--- src/rtl/prefixed_utf8_to_utf16_decoder_assert.svh ---
// ----------------------------------------------------------------------------
// Assertion macros for the length-prefixed UTF-8 to UTF-16 decoder
// Shared concurrent property forms, sampled on the rising clock edge and
// disabled while reset is high.
// ----------------------------------------------------------------------------
`ifndef PREFIXED_UTF8_TO_UTF16_DECODER_ASSERT_SVH
`define PREFIXED_UTF8_TO_UTF16_DECODER_ASSERT_SVH

// Consequent must hold in the same cycle as the antecedent.
`define PU_ASSERT_SAME(label, clk, rst, ante, cons) \
   label: assert property (@(posedge clk) disable iff (rst) (ante) |-> (cons)) \
      else $error("decoder assertion failed");

// Consequent must hold in the cycle after the antecedent.
`define PU_ASSERT_NEXT(label, clk, rst, ante, cons) \
   label: assert property (@(posedge clk) disable iff (rst) (ante) |=> (cons)) \
      else $error("decoder assertion failed");

`endif

--- src/rtl/pu8u16_pkg.sv ---
// ----------------------------------------------------------------------------
// pu8u16_pkg
// Types and constants shared by the length-prefixed UTF-8 decoder modules.
// ----------------------------------------------------------------------------
package pu8u16_pkg;

   localparam int BYTE_W       = 8;
   localparam int CODE_W       = 16;
   localparam int COUNT_W      = 28;
   localparam int QUEUE_DEPTH  = 4;
   localparam int QPTR_W       = $clog2(QUEUE_DEPTH);
   localparam int QLEVEL_W     = $clog2(QUEUE_DEPTH + 1);

   // Lead byte thresholds (prefix and UTF-8 lead share all but LIM_TWO)
   localparam logic [BYTE_W-1:0] LIM_ONE   = 8'h80;
   localparam logic [BYTE_W-1:0] LIM_TWO   = 8'hC0;
   localparam logic [BYTE_W-1:0] LIM_THREE = 8'hE0;
   localparam logic [BYTE_W-1:0] LIM_FOUR  = 8'hF0;

   typedef enum logic [1:0] {
      PH_PREFIX = 2'd0,
      PH_DECODE = 2'd1,
      PH_SKIP   = 2'd2
   } phase_type;

   typedef struct packed {
      logic [CODE_W-1:0] code_unit;
      logic              has_char;
      logic              last;
      logic              error;
   } rsp_item_type;

   typedef struct packed {
      logic                full;
      logic [QLEVEL_W-1:0] level;
   } queue_status_type;

endpackage

--- src/rtl/pu8u16_req_if.sv ---
// ----------------------------------------------------------------------------
// pu8u16_req_if
// Byte input channel: valid/ready handshake with one raw stream byte.
// ----------------------------------------------------------------------------
interface pu8u16_req_if;
   import pu8u16_pkg::*;

   logic              valid;
   logic              ready;
   logic [BYTE_W-1:0] data_byte;

   modport source (output valid, output data_byte, input ready);
   modport sink   (input valid, input data_byte, output ready);
endinterface

--- src/rtl/pu8u16_rsp_if.sv ---
// ----------------------------------------------------------------------------
// pu8u16_rsp_if
// Result channel: valid/ready handshake with one decoded code unit and flags.
// ----------------------------------------------------------------------------
interface pu8u16_rsp_if;
   import pu8u16_pkg::*;

   logic              valid;
   logic              ready;
   logic [CODE_W-1:0] code_unit;
   logic              has_char;
   logic              last;
   logic              error;

   modport source (output valid, output code_unit, output has_char, output last,
                   output error, input ready);
   modport sink   (input valid, input code_unit, input has_char, input last,
                   input error, output ready);
endinterface

--- src/rtl/pu8u16_front.sv ---
// ----------------------------------------------------------------------------
// pu8u16_front
// Per-byte parser: length prefix accumulation, UTF-8 sequence assembly and
// string skipping. Produces at most one result transaction per byte.
// ----------------------------------------------------------------------------
module pu8u16_front (
   input  logic                         clock,
   input  logic                         reset,
   input  logic                         accept,
   input  logic [pu8u16_pkg::BYTE_W-1:0] data_byte,
   output logic                         push,
   output pu8u16_pkg::rsp_item_type     item
);
   import pu8u16_pkg::*;

   phase_type          phase_ff, phase_in;
   logic [1:0]         pbl_ff, pbl_in;
   logic [COUNT_W-1:0] count_ff, count_in;
   logic [CODE_W-1:0]  partial_ff, partial_in;
   logic [1:0]         cont_ff, cont_in;

   logic [COUNT_W-1:0] count_dec;
   logic               fin;
   logic [CODE_W-1:0]  sum;
   logic               prefix_end;

   always_ff @(posedge clock) begin
      if (reset) begin
         phase_ff   <= PH_PREFIX;
         pbl_ff     <= '0;
         count_ff   <= '0;
         partial_ff <= '0;
         cont_ff    <= '0;
      end else begin
         phase_ff   <= phase_in;
         pbl_ff     <= pbl_in;
         count_ff   <= count_in;
         partial_ff <= partial_in;
         cont_ff    <= cont_in;
      end
   end

   assign count_dec = count_ff - {{(COUNT_W-1){1'b0}}, 1'b1};
   assign fin       = (count_dec == '0);
   assign sum       = (cont_ff == 2'd2) ?
                      (partial_ff + {4'b0, data_byte[5:0], 6'b0}) :
                      (partial_ff + {10'b0, data_byte[5:0]});

   always_comb begin
      phase_in   = phase_ff;
      pbl_in     = pbl_ff;
      count_in   = count_ff;
      partial_in = partial_ff;
      cont_in    = cont_ff;
      push       = 1'b0;
      item       = '0;
      prefix_end = 1'b0;

      if (accept) begin
         case (phase_ff)
            PH_DECODE, PH_SKIP: begin
               count_in = count_dec;
               if ((phase_ff == PH_SKIP) && !fin) begin
                  // drop skipped bytes; the final one is decoded as a lead
                  phase_in = PH_SKIP;
               end else begin
                  phase_in = fin ? PH_PREFIX : PH_DECODE;
                  if (cont_ff == 2'd0) begin
                     if (data_byte < LIM_ONE) begin
                        push           = 1'b1;
                        item.code_unit = {8'b0, data_byte};
                        item.has_char  = 1'b1;
                        item.last      = fin;
                     end else if (data_byte < LIM_FOUR) begin
                        if (data_byte < LIM_THREE) begin
                           partial_in = {5'b0, data_byte[4:0], 6'b0};
                           cont_in    = 2'd1;
                        end else begin
                           partial_in = {data_byte[3:0], 12'b0};
                           cont_in    = 2'd2;
                        end
                        // string ends inside the sequence: flag truncation
                        if (fin) begin
                           partial_in = '0;
                           cont_in    = '0;
                           push       = 1'b1;
                           item.last  = 1'b1;
                           item.error = 1'b1;
                        end
                     end else begin
                        // bad lead byte: drop the rest of the string but its final byte
                        partial_in = '0;
                        phase_in   = fin ? PH_PREFIX : PH_SKIP;
                        push       = 1'b1;
                        item.last  = fin;
                        item.error = 1'b1;
                     end
                  end else begin
                     cont_in = cont_ff - 2'd1;
                     if (cont_ff == 2'd1) begin
                        push           = 1'b1;
                        item.code_unit = sum;
                        item.has_char  = 1'b1;
                        item.last      = fin;
                        partial_in     = '0;
                     end else begin
                        partial_in = sum;
                        if (fin) begin
                           partial_in = '0;
                           cont_in    = '0;
                           push       = 1'b1;
                           item.last  = 1'b1;
                           item.error = 1'b1;
                        end
                     end
                  end
               end
            end
            default: begin
               if (pbl_ff == 2'd0) begin
                  phase_in = PH_PREFIX;
                  if (data_byte < LIM_ONE) begin
                     count_in   = {{(COUNT_W-BYTE_W){1'b0}}, data_byte};
                     prefix_end = 1'b1;
                  end else if (data_byte < LIM_TWO) begin
                     count_in = {{(COUNT_W-6){1'b0}}, data_byte[5:0]};
                     pbl_in   = 2'd1;
                  end else if (data_byte < LIM_THREE) begin
                     count_in = {{(COUNT_W-5){1'b0}}, data_byte[4:0]};
                     pbl_in   = 2'd2;
                  end else if (data_byte < LIM_FOUR) begin
                     count_in = {{(COUNT_W-4){1'b0}}, data_byte[3:0]};
                     pbl_in   = 2'd3;
                  end else begin
                     count_in   = '0;
                     push       = 1'b1;
                     item.last  = 1'b1;
                     item.error = 1'b1;
                  end
               end else begin
                  count_in   = {count_ff[COUNT_W-BYTE_W-1:0], data_byte};
                  pbl_in     = pbl_ff - 2'd1;
                  prefix_end = (pbl_ff == 2'd1);
               end
               if (prefix_end) begin
                  cont_in    = '0;
                  partial_in = '0;
                  if (count_in == '0) begin
                     // empty string: report its end straight away
                     phase_in  = PH_PREFIX;
                     push      = 1'b1;
                     item.last = 1'b1;
                  end else begin
                     phase_in = PH_DECODE;
                  end
               end
            end
         endcase
      end
   end

endmodule

--- src/rtl/pu8u16_queue.sv ---
// ----------------------------------------------------------------------------
// pu8u16_queue
// Result queue between the parser and the output channel; the head entry
// drives the result channel directly.
// ----------------------------------------------------------------------------
module pu8u16_queue (
   input  logic                           clock,
   input  logic                           reset,
   input  logic                           push,
   input  pu8u16_pkg::rsp_item_type       push_item,
   input  logic                           pop,
   output pu8u16_pkg::rsp_item_type       head_item,
   output logic                           head_valid,
   output pu8u16_pkg::queue_status_type   status
);
   import pu8u16_pkg::*;

   rsp_item_type        mem_ff [QUEUE_DEPTH];
   logic [QPTR_W-1:0]   wr_ptr_ff, wr_ptr_in;
   logic [QPTR_W-1:0]   rd_ptr_ff, rd_ptr_in;
   logic [QLEVEL_W-1:0] level_ff, level_in;

   always_ff @(posedge clock) begin
      if (reset) begin
         wr_ptr_ff <= '0;
         rd_ptr_ff <= '0;
         level_ff  <= '0;
      end else begin
         wr_ptr_ff <= wr_ptr_in;
         rd_ptr_ff <= rd_ptr_in;
         level_ff  <= level_in;
      end
   end

   always_ff @(posedge clock) begin
      if (push) begin
         mem_ff[wr_ptr_ff] <= push_item;
      end
   end

   always_comb begin
      wr_ptr_in = push ? wr_ptr_ff + {{(QPTR_W-1){1'b0}}, 1'b1} : wr_ptr_ff;
      rd_ptr_in = pop  ? rd_ptr_ff + {{(QPTR_W-1){1'b0}}, 1'b1} : rd_ptr_ff;
      case ({push, pop})
         2'b10:   level_in = level_ff + {{(QLEVEL_W-1){1'b0}}, 1'b1};
         2'b01:   level_in = level_ff - {{(QLEVEL_W-1){1'b0}}, 1'b1};
         default: level_in = level_ff;
      endcase
   end

   assign head_item    = mem_ff[rd_ptr_ff];
   assign head_valid   = (level_ff != '0);
   assign status.full  = (level_ff == QLEVEL_W'(QUEUE_DEPTH));
   assign status.level = level_ff;

endmodule

--- src/rtl/prefixed_utf8_to_utf16_decoder.sv ---
// ----------------------------------------------------------------------------
// prefixed_utf8_to_utf16_decoder
// Length-prefixed UTF-8 byte stream to UTF-16 code unit decoder.
// ----------------------------------------------------------------------------
// Usage:
//   req_if carries one stream byte per transaction. Each string starts with a
//   big-endian length prefix of 1 to 4 bytes, then that many UTF-8 bytes.
//   rsp_if carries a result transaction when a character completes, on the
//   last byte of a string, or on an error (bad prefix lead, bad UTF-8 lead,
//   truncated sequence). Bytes that cause no result produce nothing.
//   Each result is registered in the result queue and offered on rsp_if
//   once the results ahead of it are taken. Throughput: one byte per cycle
//   while the 4-entry result queue has free space; the parser state updates
//   with each accepted byte, so the byte rate is set only by that free space.
//   Stall: while rsp_if.ready is low the queue fills; req_if.ready drops only
//   once all 4 entries hold results, and rises in the cycle after one is taken.
//   Reset: synchronous; the parser returns to reading a length prefix and
//   the queue empties. No clearing pass follows.
// ----------------------------------------------------------------------------
module prefixed_utf8_to_utf16_decoder (
   input  logic          clock,
   input  logic          reset,
   pu8u16_req_if.sink    req_if,
   pu8u16_rsp_if.source  rsp_if
);
   import pu8u16_pkg::*;

   `include "prefixed_utf8_to_utf16_decoder_assert.svh"

   logic             req_accept;
   logic             push;
   logic             pop;
   logic             head_valid;
   rsp_item_type     push_item;
   rsp_item_type     head_item;
   queue_status_type q_status;

   assign req_if.ready = !q_status.full;
   assign req_accept   = req_if.valid && req_if.ready;
   assign pop          = rsp_if.valid && rsp_if.ready;

   pu8u16_front u_front (
      .clock     (clock),
      .reset     (reset),
      .accept    (req_accept),
      .data_byte (req_if.data_byte),
      .push      (push),
      .item      (push_item)
   );

   pu8u16_queue u_queue (
      .clock      (clock),
      .reset      (reset),
      .push       (push),
      .push_item  (push_item),
      .pop        (pop),
      .head_item  (head_item),
      .head_valid (head_valid),
      .status     (q_status)
   );

   assign rsp_if.valid     = head_valid;
   assign rsp_if.code_unit = head_item.code_unit;
   assign rsp_if.has_char  = head_item.has_char;
   assign rsp_if.last      = head_item.last;
   assign rsp_if.error     = head_item.error;

   `PU_ASSERT_NEXT(a_push_shows, clock, reset, push && (q_status.level == '0), rsp_if.valid)
   `PU_ASSERT_SAME(a_level_bound, clock, reset, 1'b1, q_status.level <= QLEVEL_W'(QUEUE_DEPTH))
   `PU_ASSERT_SAME(a_char_no_err, clock, reset, rsp_if.valid, !(rsp_if.has_char && rsp_if.error))
   `PU_ASSERT_SAME(a_nochar_zero, clock, reset, rsp_if.valid && !rsp_if.has_char, rsp_if.code_unit == '0)

endmodule

--- src/flat_wrapper.sv ---
// flat-port wrapper written by rule: the top's interface ports become plain ports
module prefixed_utf8_to_utf16_decoder_flat import pu8u16_pkg::*;
  (clock, reset, req_if_valid, req_if_data_byte, req_if_ready, rsp_if_valid, rsp_if_code_unit, rsp_if_has_char, rsp_if_last, rsp_if_error, rsp_if_ready);
  pu8u16_req_if req_if_i ();
  pu8u16_rsp_if rsp_if_i ();
  input  logic clock;
  input  logic reset;
  input wire logic [$bits(req_if_i.valid)-1:0] req_if_valid;
  input wire logic [$bits(req_if_i.data_byte)-1:0] req_if_data_byte;
  output wire logic [$bits(req_if_i.ready)-1:0] req_if_ready;
  output wire logic [$bits(rsp_if_i.valid)-1:0] rsp_if_valid;
  output wire logic [$bits(rsp_if_i.code_unit)-1:0] rsp_if_code_unit;
  output wire logic [$bits(rsp_if_i.has_char)-1:0] rsp_if_has_char;
  output wire logic [$bits(rsp_if_i.last)-1:0] rsp_if_last;
  output wire logic [$bits(rsp_if_i.error)-1:0] rsp_if_error;
  input wire logic [$bits(rsp_if_i.ready)-1:0] rsp_if_ready;
  assign req_if_i.valid = req_if_valid;
  assign req_if_i.data_byte = req_if_data_byte;
  assign req_if_ready = req_if_i.ready;
  assign rsp_if_valid = rsp_if_i.valid;
  assign rsp_if_code_unit = rsp_if_i.code_unit;
  assign rsp_if_has_char = rsp_if_i.has_char;
  assign rsp_if_last = rsp_if_i.last;
  assign rsp_if_error = rsp_if_i.error;
  assign rsp_if_i.ready = rsp_if_ready;
  prefixed_utf8_to_utf16_decoder u_core (.clock(clock), .reset(reset), .req_if(req_if_i), .rsp_if(rsp_if_i));
endmodule
--- config.mk ---
export PLATFORM = sky130hd
export DESIGN_NAME = prefixed_utf8_to_utf16_decoder_flat
export DESIGN_NICKNAME = d
export VERILOG_FILES = /design/src/rtl/pu8u16_pkg.sv /design/src/rtl/pu8u16_req_if.sv /design/src/rtl/pu8u16_rsp_if.sv /design/src/rtl/pu8u16_front.sv /design/src/rtl/pu8u16_queue.sv /design/src/rtl/prefixed_utf8_to_utf16_decoder.sv /design/src/flat_wrapper.sv
export VERILOG_INCLUDE_DIRS = /design/src /design/src/rtl
export SDC_FILE = /design/constraint.sdc
export NUM_CORES = 1
export LEC_CHECK = 0
export BUFFER_PORTS_ARGS = -buffer_cell sky130_fd_sc_hd__buf_4
export CORE_ASPECT_RATIO = 1.2
export CORE_MARGIN = 4
export CORE_UTILIZATION = 47
export DETAILED_ROUTE_END_ITERATION = 7
export PLACE_DENSITY = 0.66
export SLEW_MARGIN = 0
export SYNTH_ARGS = -nofsm -noshare
export SYNTH_HDL_FRONTEND = slang
export SYNTH_SLANG_ARGS = --single-unit
--- constraint.sdc ---
create_clock -name clock -period 4.45 [get_ports clock]
set_clock_uncertainty 0.2 [all_clocks]
set_input_delay 0.445 -clock clock [delete_from_list [all_inputs] [get_ports clock]]
set_output_delay 0.445 -clock clock [all_outputs]
set_load 0.02 [all_outputs]
==> impl_metrics.csv <==
group,metric,value,unit
outcome,outcome,"complete, no violations",
timing,slew_headroom,39.9,%
global_routing,grt_max_degree,45,
routing,routed_via_density,6.08,
critical_path,worstSetupPathType,"reg -> reg",
cts,clk_latency,410,ps
yosys,synth_cell_types,70,
power_and_ir_drop,combPwrFrac,25.7,%
routing,wire_per_inst,18.9,µm
cells_and_area,seq_area,0.00346,mm²
routing,highest_layer,"met4",
routing,met1Wirelength,7390,µm
timing,finalSetupViolations,0,
critical_path,crit_chain,"or4_1 -> or4_4 -> or3_1 -> nand4_1 -> nor4b_4 -> or2_2 -> o21a_2 -> inv_2 -> ha_1 -> inv_1 -> fa_1 -> xor2_1 -> or3_1 -> a21oi_1",
routing,wl_met2,9880,µm
cts,numClockSinks,135,
floorplanning,die_area,0.0179,mm²
global_routing,antenna_found_initial,0,
timing,slew_violations,0,
power_and_ir_drop,leakage,3.18,nW
yosys,ys_ff_latch,135,
placed_design,place_ws,174,ps
critical_path,cpMostUsedCell,"or3_1",
cts,hold_buffers,0,
routing,vias,6054,
power_and_ir_drop,p_int,2.70,mW
global_routing,grt_use_total,21.7,%
timing,tightest_slew,900,ps
power_and_ir_drop,p_sw_share,30.7,%
global_routing,grt_pass1_vias,5969,
timing,fin_crit,4260,ps
cells_and_area,syn2layout_area_growth,15.5,%
cells_and_area,diodes,0,
routing,drc,0,
cts,path_clk_slew,60,ps
cells_and_area,multiInputGateArea,0.00366,mm²
cts,post-cts-setup-buffers,0,
floorplanning,start_util,47.7,%
routing,first_pass_iters,5,
yosys,synth-async-reset-ratio,0,%
yosys,syn-num-nets,783,
power_and_ir_drop,p_per_area,454,mW/mm²
cells_and_area,drive_gt1_share,16.9,%
cts,clk_path_buf_depth,2,
power_and_ir_drop,vdd_ir_drop_max,228,µV
routing,drt_iter0_markers,407,
floorplanning,coreArea,0.0156,mm²
cts,cts_made_buffers,17,
yosys,netlist_area,0.00743,mm²
yosys,syn_inst,745,
critical_path,cp.required,4590,ps
power_and_ir_drop,finalPower,3.89,mW
timing,hold_viol,0,
job,drv_cap,0,
yosys,yosysSeqAreaShare,46.6,%
yosys,yosys_most_used_dff,"edfxtp_1",
routing,wl_met3,971,µm
timing,finalCritPeriodShare,95.7,%
critical_path,cp_max_fo,7,
critical_path,cpPeakStageDelay,610,ps
hold_path,hold_path.class,"in -> reg",
cts,cts_tree,"yes",
critical_path,end_kind,"register",
power_and_ir_drop,power.share.sequential,36.9,%
timing,finalSetupTns,0,ps
placed_design,dpl.hpwl,13300,µm
timing,max_freq,235,MHz
placed_design,port-buffer-count,32,
cts,clockRootBuffer,"clkbuf_16",
timing,whs,204,ps
critical_path,worstPathArrival,4400,ps
floorplanning,pin_count,33,
critical_path,slowest_stage,"or4_1",
floorplanning,rows,50,
yosys,yosys_warnings,0,
cells_and_area,final_util,55.1,%
global_routing,grt_pass1_wl,30700,µm
global_routing,overflow,0,
cts,cts_resized,0,
cts,cts_max_level,4,
yosys,synth_edf_count,76,
timing,setup_slack,191,ps
power_and_ir_drop,power.share.clock,37.4,%
floorplanning,fp.dieH,146,µm
yosys,synth_area_per_cell,9.97,µm²
routing,routed_wl,18800,µm
placed_design,gp_congestion,0.931,
cells_and_area,fillers,1330,
timing,rsz0062_at_grt,"no",
power_and_ir_drop,switching_power,1.20,mW
routing,postRouteAntennaNets,0,
floorplanning,die_width,123,µm
cells_and_area,nNetsFinal,813,
critical_path,start_kind,"register",
registers in the layout, indices dropped and copies added, names as in the netlist, named ones only:
name,flops
u_core.u_queue.wr_ptr_ff,2
u_core.u_front.phase_ff,2
u_core.u_queue.rd_ptr_ff,2
u_core.u_front.partial_ff,16
u_core.u_front.cont_ff,2
u_core.u_queue.mem_ff,76
u_core.u_front.count_ff,28
u_core.u_queue.level_ff,3
u_core.u_front.pbl_ff,2
cell type report:
type | count | share of cell area [%]
Multi-Input combinational cell | 531 | 42.7
Clock inverter | 15 | 2.23
Clock buffer | 17 | 4.96
Inverter | 27 | 1.18
Timing Repair Buffer | 63 | 5.51
Sequential cell | 135 | 40.4
Tap cell | 208 | 3.03
synth_stat cells, types with 4 or more instances:
master	number	area, µm²
or2_2	7	43.8
a211oi_1	7	52.6
or4_1	12	90.1
nor3_1	25	125
nand4_1	8	50.1
nor2b_1	5	31.3
o21ai_0	42	210
nor2_1	94	353
dfxtp_1	59	1180
nand2_1	48	180
buf_2	5	25.0
a22o_1	11	96.3
o31ai_1	5	37.5
a32o_1	6	60.1
a21oi_1	46	230
edfxtp_1	76	2280
and2_1	13	81.3
buf_1	5	18.8
clkbuf_1	42	158
o211ai_1	5	37.5
a21o_1	4	30.0
a31oi_1	4	25.0
a22oi_1	12	90.1
ha_1	23	288
nand3_1	9	45.0
xor2_1	12	105
or3_1	13	81.3
mux4_2	19	428
nor4_1	19	119
xnor2_1	15	131
inv_1	26	97.6
cell usage in the layout (no fill, tap or decap), types with 15 or more instances in the layout:
| cell | Yosys | routed |
|---|---|---|
| nor2_1 | 94 | 94 |
| edfxtp_1 | 76 | 76 |
| buf_4 | 0 | 63 |
| dfxtp_1 | 59 | 59 |
| nand2_1 | 48 | 48 |
| a21oi_1 | 46 | 46 |
| o21ai_0 | 42 | 42 |
| inv_1 | 26 | 26 |
| nor3_1 | 25 | 25 |
| ha_1 | 23 | 23 |
| nor4_1 | 19 | 19 |
| mux4_2 | 19 | 19 |
| clkbuf_16 | 0 | 17 |
| xnor2_1 | 15 | 15 |
worst max-delay path: cells and delay by family, from the launching register on:
| kind | cells | cell delay, ps |
|---|---|---|
| and+or+nand+nor | 7 | 2290 |
| adders and majority gates | 2 | 610 |
| AOI/OAI and AO/OA | 2 | 400 |
| DFF | 1 | 360 |
| buffers and inverters | 2 | 150 |
| xor gates and xnor gates | 1 | 150 |
cell families after synthesis:
group	after synthesis	synth area share (%)
compound gates	180	16.3
fa+ha+maj	26	4.68
xor+xnor	27	3.18
flops	135	46.6
simple gates	273	18.5
buf+inv	79	4.08
mux	25	6.62
metal layers:
metal  global-route usage [%]  vias to the layer above
met4                     8.46                        0
met5                        0                        -
met1                     26.1                     2933
li1                         -                     2864
met3                     4.43                       44
met2                     37.6                      213
power groups by stage:
stage	sequential [mW]	clock, mW	combinational (mW)
final	1.43	1.46	1.00
after global routing	1.44	1.54	1.10
after CTS	1.43	1.48	1.00
after detailed placement	1.46	0	0.995
after global placement	1.46	0	0.992
after floorplan	1.44	0	0.710
metrics by stage:
stage                     cell area, µm²  instances
final                               8580        996
after global routing                8580        996
after CTS                           8570        996
after detailed placement            7960        964
after global placement              7960        964
after floorplan                     7430        745
final timing paths:
path	startpoint	end	slack [ps]	cells past startpoint
worst max-delay path	u_core.u_front.count_ff[10]$_SDFFE_PP0P_	u_core.u_queue.level_ff[2]$_SDFFE_PP0P_	190	14
worst min-delay path	req_if_data_byte[0]	u_core.u_front.count_ff[0]$_SDFFE_PP0P_	200	3
worst max register to register	u_core.u_front.count_ff[10]$_SDFFE_PP0P_	u_core.u_queue.level_ff[2]$_SDFFE_PP0P_	190	14
worst min register to register	u_core.u_front.partial_ff[5]$_SDFFE_PP0P_	u_core.u_front.partial_ff[5]$_SDFFE_PP0P_	270	2
(Power assumes the default switching activity.)
